[config.mk]
export PLATFORM = sky130hd
export DESIGN_NAME = ole_cell
export DESIGN_NICKNAME = d
export VERILOG_FILES = /design/src/rtl/ole_pkg.sv /design/src/rtl/ole_cell.sv
export SDC_FILE = /design/constraint.sdc
export NUM_CORES = 1
export LEC_CHECK = 0
export BUFFER_PORTS_ARGS = -buffer_cell sky130_fd_sc_hd__buf_2
export CAP_MARGIN = 20
export CORE_AREA = 2 2 100 102
export CTS_CLUSTER_DIAMETER = 40
export DETAILED_ROUTE_END_ITERATION = 6
export DIE_AREA = 0 0 102 104
export GPL_TIMING_DRIVEN = 0
export MAX_ROUTING_LAYER = met4
export PLACE_DENSITY_LB_ADDON = 0.3
export SETUP_SLACK_MARGIN = 0.4
export SKIP_CTS_REPAIR_TIMING = 1
export SLEW_MARGIN = 0
export SYNTH_ARGS = -nofsm -noshare
export SYNTH_HDL_FRONTEND = slang
export SYNTH_SLANG_ARGS = --single-unit
[constraint.sdc]
create_clock -name clk -period 3.8 [get_ports clk]
set_clock_uncertainty 0.15 [all_clocks]
set_input_delay 0 -clock clk [delete_from_list [all_inputs] [get_ports clk]]
set_output_delay 0 -clock clk [all_outputs]
set_load 0.02 [all_outputs]
[src/rtl/ole_pkg.sv]
// Shared types and constants for the ordered list engine.
// No dependencies; imported by every module in rtl/.
package ole_pkg;

  localparam int CAPACITY = 64;
  localparam int IDX_W    = $clog2(CAPACITY);
  localparam int CNT_W    = $clog2(CAPACITY + 1);
  localparam int VAL_W    = 32;

  // Match encoder groups hit bits by eight.
  localparam int GRP_SZ   = 8;
  localparam int GIDX_W   = $clog2(GRP_SZ);
  localparam int NGRP     = (CAPACITY + GRP_SZ - 1) / GRP_SZ;

  // Beat field widths.
  localparam int OP_W     = 3;
  localparam int POS_W    = 6;
  localparam int STAT_W   = 3;
  localparam int MIDX_W   = 6;
  localparam int ECNT_W   = 7;
  localparam int IN_W     = 48;
  localparam int OUT_W    = 16;

  typedef enum logic [OP_W-1:0] {
    OP_INS_FRONT = 3'd0,
    OP_INS_BACK  = 3'd1,
    OP_INS_POS   = 3'd2,
    OP_REMOVE    = 3'd3,
    OP_SEARCH    = 3'd4
  } op_t;

  typedef enum logic [STAT_W-1:0] {
    ST_OK       = 3'd0,
    ST_BADPOS   = 3'd1,
    ST_NOTFOUND = 3'd2,
    ST_EMPTY    = 3'd3,
    ST_FULL     = 3'd4
  } status_t;

  typedef enum logic [1:0] {
    CMD_NOP = 2'd0,
    CMD_CMP = 2'd1,
    CMD_INS = 2'd2,
    CMD_DEL = 2'd3
  } cmd_t;

  // Broadcast to every cell.
  typedef struct packed {
    cmd_t              cmd;
    logic [VAL_W-1:0]  key;
    logic [IDX_W-1:0]  target;
    logic [CNT_W-1:0]  count;
  } cell_ctrl_t;

endpackage

[src/rtl/ole_cell.sv]
// One list cell: holds an entry and its match flag, shifts with neighbors.
// Depends on ole_pkg.
module ole_cell (
  input  logic                     clk,
  input  ole_pkg::cell_ctrl_t      ctrl,
  input  logic [ole_pkg::IDX_W-1:0] cell_idx,
  input  logic [ole_pkg::VAL_W-1:0] lower_val,
  input  logic [ole_pkg::VAL_W-1:0] upper_val,
  output logic [ole_pkg::VAL_W-1:0] val,
  output logic                     hit
);
  import ole_pkg::*;

  logic in_list;
  assign in_list = {1'b0, cell_idx} < ctrl.count;

  always_ff @(posedge clk) begin
    unique case (ctrl.cmd)
      CMD_CMP: begin
        hit <= in_list && (val == ctrl.key);
      end
      CMD_INS: begin
        if (cell_idx == ctrl.target) begin
          val <= ctrl.key;
        end else if (cell_idx > ctrl.target) begin
          val <= lower_val;
        end
      end
      CMD_DEL: begin
        if (cell_idx >= ctrl.target) begin
          val <= upper_val;
        end
      end
      default: begin
      end
    endcase
  end

endmodule

-- Word level (Yosys, flattened, before mapping)
Cells that the tools add are included.
- register bits after elaboration: 33
- bits in latches: 0
- memory bits (writable): 0
- bits in read-only memories: 0
- input bits: 118
- output and inout port bits: 33
- word-level logic and storage cells: 19
- memories kept: 0
- add/sub/neg operators: 0
- multiply operators: 0
- div/mod/pow operators: 0
- magnitude comparators: 3
- eq/ne operators: 7
- shifts and indexed selects: 0
- multiplexer cells: 4
- bitwise operators: 0
- reduce and logical (&&, ||, !) cells: 3
- operators with widths (operator ; number):
    32-bit 2-to-1 mux ; 3
    32-bit one-hot mux with 2 select lines ; 1
    32-bit equality test ; 1
    6-bit by 7-bit < comparator with 1-bit output ; 1
    6-bit equality test ; 1
    6-bit greater-or-equal comparator ; 1
    6-bit greater-than comparator ; 1
    2-bit equality test (second input constant) ; 2
    3-bit inequality test (second input constant) ; 1
    3-bit AND reduction ; 1
    2-bit by 1-bit equality test with 1-bit output (second input constant) ; 1
    2-bit inequality test (second input constant) ; 1
    2-bit nonzero test ; 1
    1-bit logical AND ; 1

-- Depth between registers and ports, before layout
Gate-level depths: netlist of run 1.
- word-level depth: 4
- mapped depth: 7

-- Worst setup path after synthesis of run 1
Ideal clock, no wire load.
- path kind: input to register
- start: input port ctrl[12] in the netlist's numbering
- end: register val[0] in the netlist's numbering (enable)
- library setup time: 471 ps
- arrival time: 2980 ps
- slack: 200 ps
- stages: 6
- path through: inv_1 > ha_1 > nand4_2 > nor2_1 > nor2_1 > a21boi_0
- longest elaborated chain between the ends: 3
- ends and longest elaborated chain (element ; RTL line ; RTL):
    start: declaration ; ole_cell.sv:5 ; input ole_pkg::cell_ctrl_t ctrl,
    6-bit greater-than comparator, or another cell as far along ; ole_cell.sv:25 ; end else if (cell_idx > ctrl.target) begin
    3-bit inequality test (no source line) / 2-bit inequality test (equally long branches) ; -- ;
    3-bit AND reduction (no source line) (*) ; -- ;
    end signal: assignment ; ole_cell.sv:24 ; val <= ctrl.key;
    end signal: assignment ; ole_cell.sv:26 ; val <= lower_val;
    end signal: assignment ; ole_cell.sv:31 ; val <= upper_val;
    end: declaration ; ole_cell.sv:9 ; output logic [ole_pkg::VAL_W-1:0] val,
Every way passes the cells marked *; elsewhere a longest branch is shown, timed or not.
A chain may end at the register's enable or synchronous reset.

-- Final worst setup path of run 1
- start: input port ctrl[46] in the netlist's numbering
- end: register val[4] in the netlist's numbering, data pin
- longest elaborated chain between the ends: 2
- ends and longest elaborated chain (element ; RTL line ; RTL):
    2-bit equality test ; ole_cell.sv:18 ; unique case (ctrl.cmd)
    32-bit one-hot mux with 2 select lines (*) ; ole_cell.sv:18 ;
Marks and branches as above.

==> results of run 1 <==
-- cell families after synthesis --
family	Yosys count
adder cells (fa/ha/maj)	11
XOR/XNOR	32
AND/OR/NAND/NOR	54
multiplexers	32
flip-flops	33
buffers and inverters	21
AO/OA/AOI/OAI	41
-- worst min path at each step --
| stage | from | endpoint | slack [ps] | depth (start not counted) |
|---|---|---|---|---|
| CTS | upper_val[5] | val[5] | -170 | 3 |
| detailed placement | upper_val[0] | val[0] | 130 | 3 |
| finish | lower_val[0] | val[0] | -60 | 3 |
| global placement | upper_val[10] | val[10] | 130 | 3 |
| global route | lower_val[0] | val[0] | 6 | 3 |
| floorplan | upper_val[0] | val[0] | 40 | 2 |
-- routing by layer --
| layer | share of wire | up-vias | global-route usage |
|---|---|---|---|
| met5 | 0 | - | - |
| met4 | 0.0046 | 0 | 0.0314 |
| met1 | 0.44 | 1119 | 0.172 |
| met2 | 0.50 | 90 | 0.226 |
| li1 | - | 1245 | - |
| met3 | 0.063 | 8 | 0.0296 |
-- metrics by stage --
stage	utilization	area [um2]	hold slack [ps]	instances
3_3_place_gp	0.339	3240	133	507
2_1_floorplan	-	2320	37.1	224
4_1_cts	0.352	3360	-171	516
5_1_grt	0.420	4010	5.66	581
6_report	0.420	4010	-62.9	581
3_5_place_dp	0.343	3280	135	508
-- sequential cells by signal (all words and copies together), names as in the netlist --
register  flops
val          32
hit           1
-- synth_stat cells --
| master | number |
|---|---|
| nor2_1 | 2 |
| and2_1 | 1 |
| nor2b_1 | 2 |
| nand4_1 | 2 |
| mux2i_1 | 32 |
| clkbuf_1 | 5 |
| nand4_2 | 1 |
| o21ai_0 | 3 |
| nand2b_1 | 2 |
| ha_1 | 11 |
| buf_1 | 1 |
| a21boi_0 | 1 |
| a21o_1 | 2 |
| inv_1 | 11 |
| nand4b_1 | 1 |
| buf_2 | 1 |
| xor2_1 | 32 |
| o21ai_1 | 30 |
| o22ai_1 | 1 |
| a21oi_1 | 4 |
| edfxtp_1 | 33 |
| nor3_1 | 1 |
| nor2_4 | 1 |
| buf_8 | 3 |
| nand2_1 | 33 |
| nor4_1 | 8 |
-- critical path: stages --
cell and delay, ps:
dlygate4sd3_1 540, buf_2 120, and2_1 110, buf_2 250
clkbuf_1 490, o21ai_1 150, dlygate4sd3_1 580
-- final cells by class --
class	instances	area, um2
clock inverter	2	10.0
fill	1006	5540
sequential	33	991
timing repair buffer	216	1430
clock buffer	6	72.6
tap	133	166
multi-input combinational	170	1230
inverter	11	41.3
buffer	10	72.6
-- power by group --
group / switching (mW) / internal (mW)
clock: 0.138 / 0.127
sequential: 0.0231 / 0.449
combinational: 0.181 / 0.189
==> results.md, run 1 <==
- Power Total: 1.11 mW
- Reg2reg start: val[19]
- Via density: 4.24
- Commonest non-fill, non-tap cell in the layout: buf_2
- Largest family of logic cells by synthesized area: multiplexers
- Iter 0 DRT Violations: 48
- Critical Path Start Type: input pin
- Buffers on Ports: 150
- Simple-gate share of the synthesized area: 0.113
- Gr ovfl total: 0
- Clock Pin Slew Worst Setup and Hold Paths: 80 ps
- Flops & latches, synth: 33
- Worst rel slew slack: 0.575
- Power Dens Cells: 276 nW/um2
- Final Worst Setup Slack: 1440 ps
- Req. time, crit path: 3690 ps
- H-tree levels: 2
- Crit end category: register
- Initial antenna violation count: 0
- Max frequency: 424 MHz
- Area fraction of the dominant cell type after synthesis: 0.427
- Min Hold Slack: -62.9 ps
- Period Utilization, post-route: 0.621
- Vias in the first global route: 2196
- Commonest cells after routing, fill and taps aside: 151 x buf_2, 65 x dlygate4sd3_1, 33 x nand2_1, 33 x edfxtp_1
- Clk sinks: 33
- Die Area: 10600 um2
- Root Buffer: clkbuf_8
- Final Critical Period: 2360 ps
- Worst R2R Setup Slack: 1980 ps
- Reg-to-reg endpoint: hit
- Status: finished, violations left
- Detailed-route wire length: 7850 um
- Max Buffers Root-to-Sink: 2
- Total GRT Usage: 0.137
- Yosys warnings: 0
- Chip height: 104 um
- Hold crit path type: input pin to register
- Failing checks: hold timing
- Cell taking the most area after synthesis: edfxtp_1
- Max cap viols: 0
- Fin. max-slew vios: 0
- Setup Viol. Count Final: 0
- Worst setup path end: val[4]
- HPWL Detailed: 5900 um
- Cells after Synth: 224
- Synthesized area per cell: 10.4 um2
- Syn Nets: 353
- Post-synthesis sequential area ratio: 0.427
- Post-route antenna net violation count: 0
- Critical path peak fanout: 10
- Vias: 2462
- CP Class: input pin to register
- Clock latency on the worst-skew pair: 290 ps
- Global-route wire length before repair: 10800 um
- ANT cells: 0
- Worst setup startpoint: ctrl[46]
- Core Region: 9550 um2
- Largest net degree at the start of global routing: 19
- TritonCTS clock tree: done
- Rows: 36
- Leakage: 1.74 nW
- Worst path arrival time: 2250 ps
- Final Hold Fails: 1
- Synth Area in Compound Gates: 0.0922
- Share of layout cells above drive strength 1: 0.368
- Multiplexer share of the synthesized area: 0.138
- Placer Congestion: 0.773
- Fin nets: 576
- Worst-Margin Slew: 636 ps
- CTS buffer count: 5
- I/O pins: 151
- Synth cell types: 26
- DRT Pass-1 Iters: 4
- Synthesis-to-layout area growth: 72.8%
- Total negative slack: 0 ps
- Residual DRC: 0
- Area contributors post-synth: edfxtp_1 43%, mux2i_1 14%, xor2_1 12%
- R2R cell count: 4
- Synthesized-area fraction occupied by adder cells: 0.0593
- Average routed wire per standard cell: 13.5 um
- XOR/XNOR Fraction of Synth Area: 0.121
- Mapped cell area: 2320 um2
- DP Worst Slack: 1750 ps
- RSZ-0062 raised after global routing: no
- Starting Density: 0.243
- Maximum VDD drop: 117 uV
- Die Span X: 102 um
(Power assumes the default switching activity.)
==> inputs of run 2 (changes only) <==
==> constraint.sdc (replaced) <==
create_clock -name clk -period 2.4 [get_ports clk]
set_clock_uncertainty 0.15 [all_clocks]
set_input_delay 0 -clock clk [delete_from_list [all_inputs] [get_ports clk]]
set_output_delay 0 -clock clk [all_outputs]
set_load 0.02 [all_outputs]
==> run 2 against run 1 <==
First-iteration DRC count rose by 63%. Final cell count rose by 4.0%. Sequential cell count did not move. Die area did not move. Critical path depth fell by 3. Worst setup slack got worse by 880 ps. Combinational power rose by 62%. Core utilization rose by 2.4 points. Critical endpoint is now hit. The flow still finishes with violations (hold timing). Non-clock buffer count rose by 23. Global-route usage rose by 0.091 points. Clock-buffer cell count fell by 1. Routed wire length rose by 12%.
==> results.md, run 2 (synthesis gave the netlist of run 1 again) <==
- Status: finished, violations left
- Failing checks: hold timing
- Worst rel slew slack: 0.598 (+0.0228)
- Core Region: 9550 um2 (unchanged)
- Fin nets: 599 (+4.0%)
- Power Dens Cells: 415 nW/um2 (+50%)
- Leakage: 1.83 nW (+4.9%)
- Vias in the first global route: 2241 (+2.0%)
- Clock latency on the worst-skew pair: 280 ps (about the same)
- Iter 0 DRT Violations: 78 (+63%)
- Max cap viols: 0 (unchanged)
- Met3 WL post-DR: 472 um (-5.2%)
- Final Hold Fails: 9 (+8)
- Commonest non-fill, non-tap cell in the layout: buf_2
- Critical path peak fanout: 2 (-8)
- Average routed wire per standard cell: 14.6 um (+7.8%)
- M1 WL: 3750 um (+9.5%)
- TritonCTS clock tree: done
- Clock Pin Slew Worst Setup and Hold Paths: 70 ps (about the same)
- Die Area: 10600 um2 (unchanged)
- Worst-Margin Slew: 602 ps (-34.1 ps)
- Placer Congestion: 0.802 (+3.8%)
- Rows: 36 (unchanged)
- Fin. max-slew vios: 0 (unchanged)
- Largest registers: val x32, hit x1
- Worst path arrival time: 1810 ps (-440 ps)
- Max Buffers Root-to-Sink: 2 (unchanged)
- Via density: 4.31 (+1.8%)
- RSZ-0062 raised after global routing: no
- Clk sinks: 33 (unchanged)
- Req. time, crit path: 2370 ps (-1320 ps)
- Gr ovfl total: 0 (unchanged)
- Chip height: 104 um (unchanged)
- Most flop-heavy register: val
- Global-route wire length before repair: 10900 um (+0.64%)
- Crit end category: register
- Buffers on Ports: 150 (unchanged)
- Commonest cells after routing, fill and taps aside: 151 x buf_2, 88 x dlygate4sd3_1, 33 x nand2_1, 33 x edfxtp_1
- Root Buffer: clkbuf_8
- Residual DRC: 0 (unchanged)
- HPWL Detailed: 5910 um (+0.12%)
- Total negative slack: 0 ps (unchanged)
- Largest register FFs: 32 (unchanged)
- Total GRT Usage: 0.138 (+0.000908)
- Final Critical Period: 1830 ps
- Vias: 2606 (+5.8%)
- Highest routed layer: met4
- CTS buffer count: 5 (unchanged)
- Share of layout cells above drive strength 1: 0.348 (-0.0201)
- Largest net degree at the start of global routing: 33 (+14)
- Initial antenna violation count: 0 (unchanged)
- Post-route antenna net violation count: 0 (unchanged)
- H-tree levels: 2 (unchanged)
- Period Utilization, post-route: 0.764
- Min Hold Slack: -47.1 ps (+15.8 ps)
- Setup Viol. Count Final: 0 (unchanged)
- Max frequency: 545 MHz
- DRT Pass-1 Iters: 4 (unchanged)
- CP Class: register to register
- Routed met2 length: 4480 um (+15%)
- Synthesis-to-layout area growth: 82.7%
- Detailed-route wire length: 8790 um (+12%)
- Die Span X: 102 um (unchanged)
- Starting Density: 0.243 (unchanged)
- Hold crit path type: input pin to register
- ANT cells: 0 (unchanged)
- I/O pins: 151 (unchanged)
- Critical Path Start Type: register
- Maximum VDD drop: 196 uV (+67%)
[run 2: changes by cell type in the layout (fill, tap and decap cells not counted)]
cell	change
clkinv_2	-1
clkinv_1	+2
clkbuf_1	-1
dlygate4sd3_1	+23
[run 2: final timing paths]
path                            startpoint       to  slack, ps  depth (start not counted)
worst max-delay path               val[19]      hit        570                          4
worst min-delay path              ctrl[41]  val[28]        -50                          3
worst max register to register     val[19]      hit        570                          4
worst min register to register     val[30]      hit        770                          4
[run 2: layer usage]
metal | track usage | vias to the layer above
li1 | - | 1292
met1 | 0.173 | 1200
met2 | 0.229 | 106
met3 | 0.0329 | 8
met4 | 0.0229 | 0
met5 | - | -
[run 2: report_power, final]
group	switching [mW]	internal, mW	total (mW)
clock	0.215	0.196	0.411
sequential	0.0393	0.711	0.751
combinational	0.296	0.301	0.597
[run 2: per-stage QoR]
step,power [mW],instance area [um2],util,cells,worst slack (ps)
floorplan,1.01,2330,-,224,623
global placement,1.23,3250,0.340,507,183
detailed placement,1.24,3250,0.340,507,151
CTS,1.66,3330,0.349,515,460
global route,1.85,4240,0.444,604,414
finish,1.76,4240,0.444,604,566
[run 2: final cells by class]
cell class,count,area (um2)
Buffer,10,72.6
Clock buffer,5,68.8
Clock inverter,3,12.5
Fill cell,919,5310
Inverter,11,41.3
Multi-Input combinational cell,170,1230
Sequential cell,33,991
Tap cell,133,166
Timing Repair Buffer,239,1660
[run 2: critical path, cell delays in order (launching register included)]
cell and delay [ps]:
edfxtp_1 410, xor2_1 170, nor4_1 500, nand4_1 230, nor3_1 220
==> inputs of run 3 (changes only) <==
==> constraint.sdc (replaced) <==
create_clock -name clk -period 1.6 [get_ports clk]
set_clock_uncertainty 0.15 [all_clocks]
set_input_delay 0 -clock clk [delete_from_list [all_inputs] [get_ports clk]]
set_output_delay 0 -clock clk [all_outputs]
set_load 0.02 [all_outputs]
==> run 3 against run 2 <==
The flow finishes with violations (hold timing, setup timing). Sequential power increased by 49%. Routed wire length increased by 9.7%. Combinational power up 81%. Non-clock buffer count rose by 22.
==> results.md, run 3 (synthesis gave the netlist of run 1 again) <==
- Status: finished, violations left
- Fin area: 4820 um2 (+14%)
- Residual DRC: 0 (unchanged)
- Max frequency: 619 MHz (+14%)
- Detailed-route wire length: 9650 um (+9.7%)
- Vias: 2727 (+4.6%)
- Critical Path Start Type: register
- Reg2reg start: val[19]
- Gr ovfl total: 0 (unchanged)
- Worst path arrival time: 1590 ps (-220 ps)
- TritonCTS clock tree: done
- Clock latency on the worst-skew pair: 290 ps (about the same)
- Share of layout cells above drive strength 1: 0.412 (+0.0636)
- Fin. max-slew vios: 0 (unchanged)
- H-tree levels: 2 (unchanged)
- Largest registers: val x32, hit x1
- DP Worst Slack: -508 ps (-659 ps)
- Chip height: 104 um (unchanged)
- CP Class: register to register
- Hold crit path type: input pin to register
- Total GRT Usage: 0.138 (about the same)
- Post-route antenna net violation count: 0 (unchanged)
- Buf+Inv Stages, Crit Path: 0 (unchanged)
- CTS buffer count: 5 (unchanged)
- Largest net degree at the start of global routing: 18 (-45%)
- HPWL Detailed: 5990 um (+1.5%)
- Synthesis-to-layout area growth: 108%
- Iter 0 DRT Violations: 69 (-12%)
- Commonest non-fill, non-tap cell in the layout: buf_2
- Final Worst Setup Slack: -15.3 ps (-581 ps)
- Worst rel slew slack: 0.647 (+0.0494)
- Leakage: 2.02 nW (+10%)
- Average routed wire per standard cell: 15.4 um (+5.8%)
- Failing checks: hold timing, setup timing
- Most flop-heavy register: val
- Clk sinks: 33 (unchanged)
- Critical path peak fanout: 2 (unchanged)
- Period Utilization, post-route: 1.01 (+0.245)
- Buffers on Ports: 150 (unchanged)
- Max Buffers Root-to-Sink: 2 (unchanged)
- Min Hold Slack: -28.2 ps (+18.9 ps)
- HP Start: ctrl[29]
- Worst-Margin Slew: 530 ps (-72.5 ps)
- DRT Pass-1 Iters: 4 (unchanged)
- Maximum VDD drop: 306 uV (+56%)
- Placed Area: 3370 um2 (+3.9%)
- Power Total: 2.84 mW (+62%)
- Critical path, cell by cell: xor2_1 > nor4_4 > nand4_1 > nor3_1
- Vias in the first global route: 2227 (-0.62%)
- Setup Viol. Count Final: 1 (+1)
- Top delay family on crit path: simple AND/OR/NAND/NOR gates
- Commonest cells after routing, fill and taps aside: 141 x buf_2, 96 x dlygate4sd3_1, 33 x nand2_1, 33 x edfxtp_1, 32 x o21ai_1
- Clock Pin Slew Worst Setup and Hold Paths: 80 ps (about the same)
- Power Dens Cells: 590 nW/um2 (+42%)
- Crit end category: register
- Worst setup startpoint: val[19]
- Largest register FFs: 32 (unchanged)
- Post-layout util: 0.504 (+0.0605)
- Die Area: 10600 um2 (unchanged)
- Req. time, crit path: 1580 ps (-790 ps)
- Global-route wire length before repair: 10800 um (-1.1%)
- Die Span X: 102 um (unchanged)
- Root Buffer: clkbuf_8
- Initial antenna violation count: 0 (unchanged)
- ANT cells: 0 (unchanged)
- CP peak stage delay: 410 ps (-90 ps)
- Final Critical Period: 1620 ps (-219 ps)
- Non-filler cells, final: 626 (+3.6%)
- Placed insts: 508 (+0.20%)
- Fin nets: 621 (+3.7%)
- Slowest-stage cell, CP: edfxtp_1
- I/O pins: 151 (unchanged)
- RSZ-0062 raised after global routing: yes
- Via density: 4.36 (+0.97%)
- Starting Density: 0.243 (unchanged)
- Total negative slack: -15.3 ps (-15.3 ps)
- Core Region: 9550 um2 (unchanged)
- Final Hold Fails: 2 (-7)
- Rows: 36 (unchanged)
- Max cap viols: 0 (unchanged)
- Placer Congestion: 0.757 (-5.6%)
run 3: metal layers:
| layer | routed length, um | share of wire | global-route usage |
|---|---|---|---|
| met2 | 5230 | 0.54 | 0.240 |
| met1 | 3780 | 0.39 | 0.158 |
| met5 | 0 | 0 | - |
| met3 | 527 | 0.055 | 0.0376 |
| met4 | 102 | 0.011 | 0.0286 |
run 3: area by class of cell:
class                      instances  area, um2
buffer                            10       87.6
clock buffer                       5       68.8
clock inverter                     3       17.5
fill                             889       4730
inverter                          11       58.8
multi-input combinational        170       1380
sequential                        33        991
tap                              133        166
timing repair buffer             261       2050
run 3: power breakdown:
group	leakage [nW]	internal, mW	switching (mW)	total (mW)
clock network	0.0439	0.301	0.337	0.638
registers	0.304	1.07	0.0580	1.12
logic	1.67	0.571	0.510	1.08
run 3: final timing paths:
path             end  slack (ps)  cells after the start
max              hit         -20                      4
min          val[16]         -30                      3
max reg2reg      hit         -20                      4
min reg2reg      hit         760                      4
run 3: tightest hold or removal path: stages:
cell and delay [ps]:
buf_2 110, mux2i_2 70, o21ai_1 110
