<file path="src/rtl/ole_pkg.sv">
// Shared types and constants for the ordered list engine.
// No dependencies; imported by every module in rtl/.
package ole_pkg;

  localparam int CAPACITY = 64;
  localparam int IDX_W    = $clog2(CAPACITY);
  localparam int CNT_W    = $clog2(CAPACITY + 1);
  localparam int VAL_W    = 32;

  // Match encoder groups hit bits by eight.
  localparam int GRP_SZ   = 8;
  localparam int GIDX_W   = $clog2(GRP_SZ);
  localparam int NGRP     = (CAPACITY + GRP_SZ - 1) / GRP_SZ;

  // Beat field widths.
  localparam int OP_W     = 3;
  localparam int POS_W    = 6;
  localparam int STAT_W   = 3;
  localparam int MIDX_W   = 6;
  localparam int ECNT_W   = 7;
  localparam int IN_W     = 48;
  localparam int OUT_W    = 16;

  typedef enum logic [OP_W-1:0] {
    OP_INS_FRONT = 3'd0,
    OP_INS_BACK  = 3'd1,
    OP_INS_POS   = 3'd2,
    OP_REMOVE    = 3'd3,
    OP_SEARCH    = 3'd4
  } op_t;

  typedef enum logic [STAT_W-1:0] {
    ST_OK       = 3'd0,
    ST_BADPOS   = 3'd1,
    ST_NOTFOUND = 3'd2,
    ST_EMPTY    = 3'd3,
    ST_FULL     = 3'd4
  } status_t;

  typedef enum logic [1:0] {
    CMD_NOP = 2'd0,
    CMD_CMP = 2'd1,
    CMD_INS = 2'd2,
    CMD_DEL = 2'd3
  } cmd_t;

  // Broadcast to every cell.
  typedef struct packed {
    cmd_t              cmd;
    logic [VAL_W-1:0]  key;
    logic [IDX_W-1:0]  target;
    logic [CNT_W-1:0]  count;
  } cell_ctrl_t;

endpackage

</file>
<file path="src/rtl/ole_prio.sv">
// First-match encoder: registered per-group stage, then group select.
// Depends on ole_pkg.
module ole_prio (
  input  logic                        clk,
  input  logic [ole_pkg::CAPACITY-1:0] hits,
  output logic                        found,
  output logic [ole_pkg::IDX_W-1:0]    idx
);
  import ole_pkg::*;

  logic [NGRP*GRP_SZ-1:0] hits_pad;
  logic [NGRP-1:0]        gany_next, gany;
  logic [GIDX_W-1:0]      gidx_next [NGRP];
  logic [GIDX_W-1:0]      gidx      [NGRP];

  assign hits_pad = (NGRP*GRP_SZ)'(hits);

  always_comb begin
    for (int g = 0; g < NGRP; g++) begin
      gany_next[g] = 1'b0;
      gidx_next[g] = '0;
      for (int j = GRP_SZ - 1; j >= 0; j--) begin
        if (hits_pad[g*GRP_SZ + j]) begin
          gany_next[g] = 1'b1;
          gidx_next[g] = GIDX_W'(j);
        end
      end
    end
  end

  always_ff @(posedge clk) begin
    gany <= gany_next;
    for (int g = 0; g < NGRP; g++) begin
      gidx[g] <= gidx_next[g];
    end
  end

  always_comb begin
    found = 1'b0;
    idx   = '0;
    for (int g = NGRP - 1; g >= 0; g--) begin
      if (gany[g]) begin
        found = 1'b1;
        idx   = IDX_W'(g * GRP_SZ) | IDX_W'(gidx[g]);
      end
    end
  end

endmodule

</file>
<file path="config.mk">
export PLATFORM = sky130hd
export DESIGN_NAME = ole_prio
export DESIGN_NICKNAME = d
export VERILOG_FILES = /design/src/rtl/ole_pkg.sv /design/src/rtl/ole_prio.sv
export SDC_FILE = /design/constraint.sdc
export NUM_CORES = 1
export LEC_CHECK = 0
export BUFFER_PORTS_ARGS = -buffer_cell sky130_fd_sc_hd__buf_2
export CAP_MARGIN = 20
export CORE_MARGIN = 2
export CORE_UTILIZATION = 49
export CTS_CLUSTER_SIZE = 40
export DETAILED_ROUTE_END_ITERATION = 7
export PLACE_DENSITY = 0.84
export SETUP_SLACK_MARGIN = 0.4
export SLEW_MARGIN = 20
export SYNTH_ARGS = -nofsm -noshare
export SYNTH_HDL_FRONTEND = slang
export SYNTH_SLANG_ARGS = --single-unit
</file>
<file path="constraint.sdc">
create_clock -name clk -period 1.4 [get_ports clk]
set_input_delay 0.07 -clock clk [delete_from_list [all_inputs] [get_ports clk]]
set_output_delay 0.07 -clock clk [all_outputs]
set_load 0.01 [all_outputs]
</file>
After elaboration in Yosys (flattened, before gate mapping)
Memories as Yosys holds them, arrays and structs flattened.
Cells that the tools add are included.
{ "totals": {"register_bits": 8, "mem_bits_rw": 24, "input_bits": 65, "output_inout_bits": 7, "elab_cells": 105, "mem_count": 1} }
{ "op_classes": {"mux": 88, "n_reduce_logical": 8} }
{ "memory_table": {"columns": ["memory", "words", "word_bits", "read_ports", "rd_ports_with_merged_regs", "wr", "line_no", "text"], "rows": [
  ["gidx", 8, 3, 8, 0, 8, "ole_prio.sv:14", "logic [GIDX_W-1:0] gidx [NGRP];"]
]} }
{ "ops": {"columns": ["operator", "count"], "rows": [
  ["$mux 3", 64],
  ["$reduce_or 7->1", 8],
  ["$mux 6", 8],
  ["$mux 1", 16]
]} }

Depth between registers and ports, before layout
Gate-level depths: netlist (run 1).
{ "logic_depth": {"word_depth": 8, "ltp_mapped": 5, "depth_no_buf": 4} }

Least setup slack after synthesis (run 1)
No wires, ideal clock.
{ "synth_timing": {"path_type": "reg2out", "from": "register gany[6]", "to": "output idx[3] in the netlist's numbering", "arrival_time_ps": 987, "required_time_ps": 1330, "slack_ps": 343, "stages_incl_launch_ff": 5, "path_buffers": 0, "path_cell_list": "dfxtp_1 > nand2b_4 > a21oi_1 > nor2_1 > o31ai_1"} }
{ "synth_between": {"elab_chain_cells": 7} }
{ "synth_lines": {"columns": ["item", "line_no", "text"], "rows": [
  ["start, declared", "ole_prio.sv:12", "logic [NGRP-1:0] gany_next, gany;"],
  ["start signal, assigned", "ole_prio.sv:32", "gany <= gany_next;"],
  ["$mux 6 (7 in series)", "ole_prio.sv:42", "if (gany[g]) begin"],
  ["end, declared", "ole_prio.sv:7", "output logic [ole_pkg::IDX_W-1:0] idx"]
]} }
No other way between the ends.

Worst setup path after layout (run 1)
{ "layout_timing": {"from": "register gany[5]", "to": "output idx[2] in the netlist's numbering"} }
{ "layout_between": {"elab_chain_cells": 6} }
{ "layout_lines": {"columns": ["item", "line_no"], "rows": [
  ["$mux 6 (6 in series)", "ole_prio.sv:42"]
]} }
No other way between the ends.

==> run_results.csv, run 1 <==
group,metric,value,unit
status,status,"finished, violations left",
status,violations,"negative setup slack",
placed_design,port-buffer-count,71,
yosys,synth_compound_area_share,16.71,%
routing,wl_per_cell,21.12,µm
power_and_ir_drop,switching_share,28.57,%
sta,post-route-period-util,123.3,%
critical_path,worstPathMaxFanout,7,
cts,cts_tree,"done",
routing,wl,7668,µm
finish,finalInstanceArea,2816,µm²
finish,antenna_cells,0,
yosys,yosysSeqAreaShare,42.35,%
min_path,whs_endpoint,"gany[3]",
placed_design,placed_cell_area,1933,µm²
global_route,antenna_found_initial,0,
finish,layout_common_cells,"buf_2, dlygate4sd3_1, dfxtp_1",
finish,utilization,93.79,%
yosys,synthAdderAreaFrac,0,%
placed_design,gp_congestion,0.7250,
yosys,syn-num-nets,264,
yosys,synth_top_area_cell,"dfxtp_1",
power_and_ir_drop,power.internal,1.479,mW
power_and_ir_drop,pwr-share-comb,23.9,%
floorplan,pin_count,72,
yosys,synth_area,1513,µm²
yosys,netlist_instances,199,
power_and_ir_drop,finalPower,2.071,mW
sta,period_minus_slack,1726,ps
sta,setup_viol,7,
global_route,track_usage,27.30,%
power_and_ir_drop,irDropWorstVdd,0.0006164,V
cts,path_clk_slew,100,ps
floorplan,core_area,3003,µm²
sta,timing.final.hold_violations,0,
sta,setup_slack,-325.7,ps
finish,final_cells,363,
routing,viasPerCell,6.143,
global_route,grt_pass1_wl,7320,µm
routing,drcViolationCount,0,
routing,num_vias,2230,
routing,ant_nets,0,
yosys,yosys.area_share.simple,35.07,%
routing,firstDrtPassIters,4,
floorplan,die_w,59.56,µm
placed_design,dpl.hpwl,2759,µm
placed_design,dp_cells,301,
min_path,hold_class,"in -> reg",
yosys,synth_mux_area_share,0,%
finish,final.fill_count,97,
finish,num-nets-final,395,
finish,final_common_cell,"buf_2",
global_route,grt.overflow.total,0,
cts,h-tree-depth,2,
yosys,synth_area_per_cell,7.602,µm²
finish,drive_above_1_share,36.67,%
cts,cts_buffers,5,
yosys,synth_cell_types,23,
cts,clock_sinks,32,
critical_path,worstSetupEndpointType,"output port",
sta,fmax,0.5795,GHz
critical_path,criticalPathCategory,"reg -> out",
sta,maxSlewHeadroom,64.43,%
yosys,ys_warn_count,0,
sta,rsz0062_at_grt,"yes",
floorplan,start_util,50.38,%
job,drv_cap,0,
yosys,ys_ff_latch,32,
critical_path,worstSetupStartpointType,"flip-flop",
power_and_ir_drop,switching_power,0.5916,mW
floorplan,die_area,3547,µm²
min_path,worstHoldStart,"hits[30]",
yosys,synth_xor_area_share,0,%
critical_path,cp.arrival,1660,ps
sta,drv_slew,0,
finish,area_delta_synth_final,86.19,%
yosys,synth_top_family_by_area,"simple AND/OR/NAND/NOR gates",
yosys,synthTopCellsByArea,"dfxtp_1, nor3_1, nor4_1, a21oi_1, inv_1",
global_route,grt_start_max_net_pins,10,
sta,final.setup.tns,-1430,ps
routing,drtIter0Drc,236,
yosys,synth_top_area_share,42.35,%
floorplan,die_h,59.56,µm
power_and_ir_drop,p_seq_share,46.6,%
cts,clk_path_buf_depth,2,
floorplan,num_rows,20,
power_and_ir_drop,clock_power_share,29.6,%
critical_path,required,1330,ps
power_and_ir_drop,powerDensity,735.3,nW/µm²
sta,worst_pin_slew,528.7,ps
global_route,grt_pass1_vias,1927,
cts,cts_root_buf,"clkbuf_4",
min_path,hold_depth,3,
power_and_ir_drop,p_leak,1.197,nW
==> Yosys cell counts, drive strengths merged <==
| cell type | instances |
|---|---|
| a21boi | 1 |
| a21oi | 20 |
| a22o | 1 |
| a31oi | 2 |
| buf | 2 |
| dfxtp | 32 |
| inv | 21 |
| nand2 | 19 |
| nand2b | 9 |
| nand3 | 4 |
| nand3b | 2 |
| nor2 | 15 |
| nor2b | 11 |
| nor3 | 24 |
| nor4 | 18 |
| o211ai | 2 |
| o21ai | 4 |
| o21bai | 8 |
| o221ai | 1 |
| o22ai | 2 |
| o31ai | 1 |
==> per-layer routing <==
layer | up-vias | GRT usage, % | share of wire (%)
li1 | 960 | - | -
met1 | 1022 | 24.63 | 33
met2 | 181 | 54.63 | 50
met3 | 67 | 7.205 | 8.7
met4 | 0 | 13.02 | 7.5
met5 | - | 0 | 0
==> power by group through the flow <==
| stage | Combinational [mW] | Sequential (mW) | Clock (mW) |
|---|---|---|---|
| after CTS | 0.362 | 0.958 | 0.573 |
| after floorplan | 0.107 | 0.974 | 0 |
| after global routing | 0.517 | 0.966 | 0.637 |
| after global placement | 0.247 | 0.980 | 0 |
| final | 0.494 | 0.964 | 0.613 |
| after detailed placement | 0.256 | 0.981 | 0 |
==> final cells by class <==
cell class	instances	area (µm²)	share of cell area, %
multi-input cells	144	1062	37.72
repair buffers	126	917.1	32.56
flip-flops and latches	32	651.9	23.15
inverters	21	78.83	2.799
clock buffers	7	65.06	2.310
well taps	33	41.29	1.466
==> per-stage QoR <==
step           setup WS, ps  hold WS (ps)
2_1_floorplan         384.4         139.1
3_3_place_gp          238.8         261.1
3_5_place_dp          209.6         264.0
4_1_cts              -108.4        -27.16
5_1_grt              -366.4         11.56
6_report             -325.7         7.406
==> worst max-delay path: stages, from the launching register on <==
cell,delay (ps)
dfxtp_2,380
nor2b_1,160
o21ai_1,280
nand3_1,160
a31oi_2,180
buf_2,160
==> how the worst max path moves through the flow <==
stage	startpoint	to	slack, ps	cells past startpoint
CTS	gany[6]	idx[1]	-110	5
floorplan	gany[6]	idx[1]	380	4
finish	gany[5]	idx[2]	-330	5
global placement	gany[4]	idx[1]	240	5
global route	gany[4]	idx[2]	-370	5
detailed placement	gany[4]	idx[1]	210	5
==> state kept, by name, indices dropped and copies added (netlist names) <==
name	count
gidx	24
gany	8
==> cells by family after synthesis <==
group	after synthesis
compound gates	42
simple gates	102
buf+inv	23
flops	32
==> repair_timing <==
action | in CTS | in global routing
hold endpoints to repair | 24 | 3
gates resized for setup | 8 | 47
hold buffers | 50 | 3
setup endpoints to repair | 7 | 30
pin swaps | 7 | 20
setup buffers | 2 | 0
No activity file was read; power rests on OpenSTA's default activity.
==> inputs of run 2 (changes only) <==
==> constraint.sdc (replaced) <==
create_clock -name clk -period 2 [get_ports clk]
set_input_delay 0.1 -clock clk [delete_from_list [all_inputs] [get_ports clk]]
set_output_delay 0.1 -clock clk [all_outputs]
set_load 0.01 [all_outputs]
==> run 2 against run 1 <==
  * The run now ends clean
  * Cell area is 17% lower
  * Sequential share of layout area is 4.6 points higher
  * Setup slack better by 710 ps
  * Clock power is 38% lower
  * Critical endpoint is now idx[4]
==> run_results.csv, run 2 (same netlist as run 1, synthesis figures left out) <==
group,metric,value,unit
finish,num-nets-final,373,
placed_design,port-buffer-count,71,
finish,largest_reg_flops,24,
power_and_ir_drop,irDropWorstVdd,0.0003589,V
placed_design,gp_congestion,0.8639,
finish,drive_above_1_share,29.45,%
cts,cts_root_buf,"clkbuf_4",
routing,drcViolationCount,0,
finish,top_regs,"gidx (24), gany (8)",
floorplan,die_w,59.56,µm
floorplan,pin_count,72,
critical_path,cp.arrival,1510,ps
critical_path,criticalPathCategory,"reg -> out",
routing,num_vias,1824,
cts,cts_tree,"done",
power_and_ir_drop,finalPower,1.284,mW
routing,firstDrtPassIters,5,
finish,antenna_cells,0,
cts,path_clk_slew,90,ps
finish,final.fill_count,222,
finish,area_delta_synth_final,54.76,%
routing,drtIter0Drc,77,
cts,cts_buffers,5,
routing,ant_nets,0,
critical_path,endpoint,"idx[4]",
floorplan,die_h,59.56,µm
sta,post-route-period-util,80.56,%
cts,clk_path_buf_depth,2,
global_route,grt.overflow.total,0,
finish,top_register,"gidx",
critical_path,worstSetupEndpointType,"output port",
global_route,grt_start_max_net_pins,10,
routing,viasPerCell,5.333,
sta,fmax,0.6207,GHz
sta,timing.final.hold_violations,0,
global_route,grt_pass1_wl,6382,µm
routing,wl_per_cell,13.24,µm
global_route,antenna_found_initial,0,
critical_path,path_cells,"nor2_1 -> o21ai_0 -> a21boi_0 -> buf_2",
finish,layout_common_cells,"buf_2, dlygate4sd3_1, dfxtp_1",
placed_design,dpl.hpwl,2679,µm
sta,rsz0062_at_grt,"yes",
global_route,track_usage,24.06,%
cts,cts_setup_buffers,0,
critical_path,slowest_delay,390,ps
sta,worst_pin_slew,422.9,ps
critical_path,required,1900,ps
floorplan,core_area,3003,µm²
min_path,worstHoldStart,"hits[52]",
critical_path,crit_start,"gany[4]",
min_path,hold_class,"in -> reg",
status,status,"finished, final reports clean",
floorplan,start_util,50.38,%
floorplan,die_area,3547,µm²
cts,clock_sinks,32,
cts,h-tree-depth,2,
floorplan,num_rows,20,
placed_design,placed_cell_area,1899,µm²
finish,finalInstanceArea,2341,µm²
sta,setup_viol,0,
job,drv_cap,0,
routing,wl,4529,µm
global_route,grt_pass1_vias,1659,
critical_path,worstSetupStartpointType,"flip-flop",
critical_path,worstPathMaxFanout,9,
sta,drv_slew,0,
sta,final.setup.tns,0,ps
sta,period_minus_slack,1611,ps
power_and_ir_drop,powerDensity,548.5,nW/µm²
sta,maxSlewHeadroom,71.55,%
critical_path,cp_slowest_cell,"dfxtp_2",
power_and_ir_drop,p_leak,1.069,nW
finish,final_common_cell,"buf_2",
sta,timing.hold.ws,4.862,ps
[run 2: final cells by class]
class | count | area (µm²) | share of cell area, %
clock buffers | 8 | 58.81 | 2.512
multi-input cells | 144 | 825.8 | 35.28
flip-flops and latches | 32 | 650.6 | 27.79
repair buffers | 104 | 685.7 | 29.29
inverters | 21 | 78.83 | 3.367
well taps | 33 | 41.29 | 1.764
[run 2: power breakdown]
part | switching, mW | internal, mW | total (mW) | leakage (nW)
Clock | 0.206 | 0.173 | 0.379 | 0.0326
Sequential | 0.00901 | 0.661 | 0.670 | 0.261
Combinational | 0.106 | 0.129 | 0.235 | 0.775
[run 2: per-stage QoR]
step,util [%],setup slack [ps],cells
after global placement,63.25,734.9,301
after detailed placement,63.25,726.4,301
final,77.96,388.8,342
after global routing,77.96,322.1,342
after floorplan,-,913.0,199
after CTS,76.42,420.0,342
[run 2: worst min path at each step]
stage	end	depth (start not counted)
3_3_place_gp	gidx[1][6]	2
4_1_cts	gany[5]	3
2_1_floorplan	gidx[0][0]	1
6_report	gany[6]	3
3_5_place_dp	gidx[0][3]	2
5_1_grt	gany[1]	3
[run 2: layer usage]
layer	track usage (%)	up-vias	wire [µm]
li1	-	921	-
met4	8.571	0	136
met1	23.72	808	1743
met2	47.10	78	2368
met5	0	-	0
met3	6.550	17	281
[run 2: worst max-delay path: cells and delay by family (launching register included)]
kind	cells	cell delay, ps
AND/OR/NAND/NOR	1	210
AO/OA/AOI/OAI	2	410
flip-flops	1	390
buffers and inverters	1	170
[run 2: timing repair]
| action | in CTS | in global routing |
|---|---|---|
| gates resized for setup | 1 | 14 |
| hold buffers | 33 | 0 |
| endpoints found under the setup margin | 1 | 10 |
| pin swaps | 0 | 2 |
| endpoints found under the hold margin | 22 | 0 |
==> inputs of run 3 (changes only) <==
--- a/config.mk
+++ b/config.mk
@@ -8,10 +8,10 @@
 export BUFFER_PORTS_ARGS = -buffer_cell sky130_fd_sc_hd__buf_2
 export CAP_MARGIN = 20
 export CORE_MARGIN = 2
-export CORE_UTILIZATION = 49
+export CORE_UTILIZATION = 45
 export CTS_CLUSTER_SIZE = 40
 export DETAILED_ROUTE_END_ITERATION = 7
-export PLACE_DENSITY = 0.84
+export PLACE_DENSITY = 0.78
 export SETUP_SLACK_MARGIN = 0.4
 export SLEW_MARGIN = 20
 export SYNTH_ARGS = -nofsm -noshare
==> constraint.sdc (replaced) <==
create_clock -name clk -period 1.5 [get_ports clk]
set_input_delay 0.075 -clock clk [delete_from_list [all_inputs] [get_ports clk]]
set_output_delay 0.075 -clock clk [all_outputs]
set_load 0.01 [all_outputs]
==> run 3 against run 2 <==
  * Non-clock buffer count increased by 32
  * Sequential power increased by 33%
  * First-iteration DRC count increased by 38%
  * Utilization increased by 3.8 points
  * Count of clock-buffer cells in the layout decreased by 2
  * Via count increased by 2.9%
  * The run now ends with negative setup slack left
  * Clock power increased by 69%
==> run_results.csv, run 3 (same netlist as run 1, synthesis figures left out) <==
group,metric,value,unit
floorplan,die_w,61.98,µm
cts,cts_setup_buffers,0,
cts,cts_root_buf,"clkbuf_4",
routing,num_vias,1877,
critical_path,cp_slowest_cell,"dfxtp_2",
critical_path,worstSetupStartpointType,"flip-flop",
cts,cts_tree,"done",
routing,wl_per_cell,12.05,µm
finish,antenna_cells,0,
sta,final.setup.tns,-107.7,ps
floorplan,die_h,61.98,µm
finish,layout_common_cells,"buf_2, dlygate4sd3_1, dfxtp_1",
routing,wl,4664,µm
critical_path,worstSetupEndpointType,"output port",
sta,worst_pin_slew,393.8,ps
sta,setup_slack,-47.68,ps
routing,drtIter0Drc,106,
status,violations,"negative setup slack",
placed_design,port-buffer-count,71,
routing,drcViolationCount,0,
power_and_ir_drop,powerDensity,714.1,nW/µm²
finish,drive_above_1_share,27.27,%
sta,timing.hold.ws,30.70,ps
floorplan,pin_count,72,
floorplan,die_area,3842,µm²
floorplan,num_rows,21,
global_route,track_usage,24.54,%
cts,clock_sinks,32,
job,drv_cap,0,
sta,post-route-period-util,103.2,%
global_route,antenna_found_initial,0,
floorplan,start_util,46.06,%
finish,largest_reg_flops,24,
critical_path,required,1420,ps
finish,final_cells,387,
sta,rsz0062_at_grt,"yes",
finish,top_regs,"gidx (24), gany (8)",
critical_path,path_cells,"a22o_1 -> nor4_2 -> o221ai_1 -> buf_2",
critical_path,slowest_delay,370,ps
placed_design,dpl.hpwl,2552,µm
critical_path,worstPathMaxFanout,7,
placed_design,gp_congestion,0.7350,
global_route,grt_pass1_vias,1732,
sta,fmax,0.6461,GHz
floorplan,core_area,3284,µm²
critical_path,cp.arrival,1470,ps
power_and_ir_drop,irDropWorstVdd,0.0004173,V
routing,viasPerCell,4.850,
finish,final_common_cell,"buf_2",
min_path,hold_class,"in -> reg",
sta,drv_slew,0,
status,status,"finished, violations left",
global_route,grt_start_max_net_pins,11,
global_route,grt_pass1_wl,6879,µm
cts,cts_buffers,5,
sta,maxSlewHeadroom,73.51,%
finish,num-nets-final,405,
routing,ant_nets,0,
routing,firstDrtPassIters,4,
cts,path_clk_slew,100,ps
placed_design,dp_cells,314,
cts,h-tree-depth,2,
sta,timing.final.hold_violations,0,
cts,clk_path_buf_depth,2,
power_and_ir_drop,p_leak,1.193,nW
global_route,grt.overflow.total,0,
finish,top_register,"gidx",
finish,area_delta_synth_final,77.42,%
sta,setup_viol,3,
critical_path,criticalPathCategory,"reg -> out",
sta,period_minus_slack,1548,ps
## run 3: metrics by stage
stage          instance area (µm²)  setup slack (ps)  util (%)  power, mW
2_1_floorplan                 1513             438.0         -      1.006
3_3_place_gp                  1916             289.4     58.32      1.142
3_5_place_dp                  1916             278.3     58.32      1.146
4_1_cts                       2661            -35.20     81.03      1.899
5_1_grt                       2684            -133.9     81.71      1.990
6_report                      2684            -47.68     81.71      1.916
## run 3: layer usage
layer | wire length [µm] | vias to the layer above | share of wire [%] | GRT usage [%]
met5 | 0 | - | 0 | 0
met4 | 74 | 0 | 1.6 | 10.03
met3 | 201 | 8 | 4.3 | 5.383
met2 | 2455 | 62 | 53 | 46.43
met1 | 1932 | 828 | 41 | 25.86
li1 | - | 979 | - | -
## run 3: final timing paths
path,start,end,cells after the start
setup / recovery,gany[5],idx[0],4
hold / removal,hits[26],gidx[0][9],3
## run 3: where the power goes
group	internal (mW)	leakage (nW)	switching, mW
logic	0.232	0.891	0.150
registers	0.883	0.260	0.0108
clock network	0.349	0.0422	0.291
total	1.46	1.19	0.452
## run 3: final cells by class
type,instances,area (µm²)
Sequential cell,32,648.1
Clock inverter,2,35.03
Inverter,21,78.83
Multi-Input combinational cell,144,817.0
Fill cell,207,600.6
Tap cell,46,57.56
Timing Repair Buffer,136,1006
Clock buffer,6,41.29
## run 3: timing repair
action / in CTS / in global routing
hold buffers: 65 / 1
setup endpoints to repair: 7 / 11
hold endpoints to repair: 25 / 1
resized for setup: 8 / 6
## run 3: critical path: cells and delay by family, from the launching register on
kind / cells / cell delay [ps]
AOI/OAI and AO/OA: 2 / 390
buffers and inverters: 1 / 170
DFF: 1 / 370
and+or+nand+nor: 1 / 210
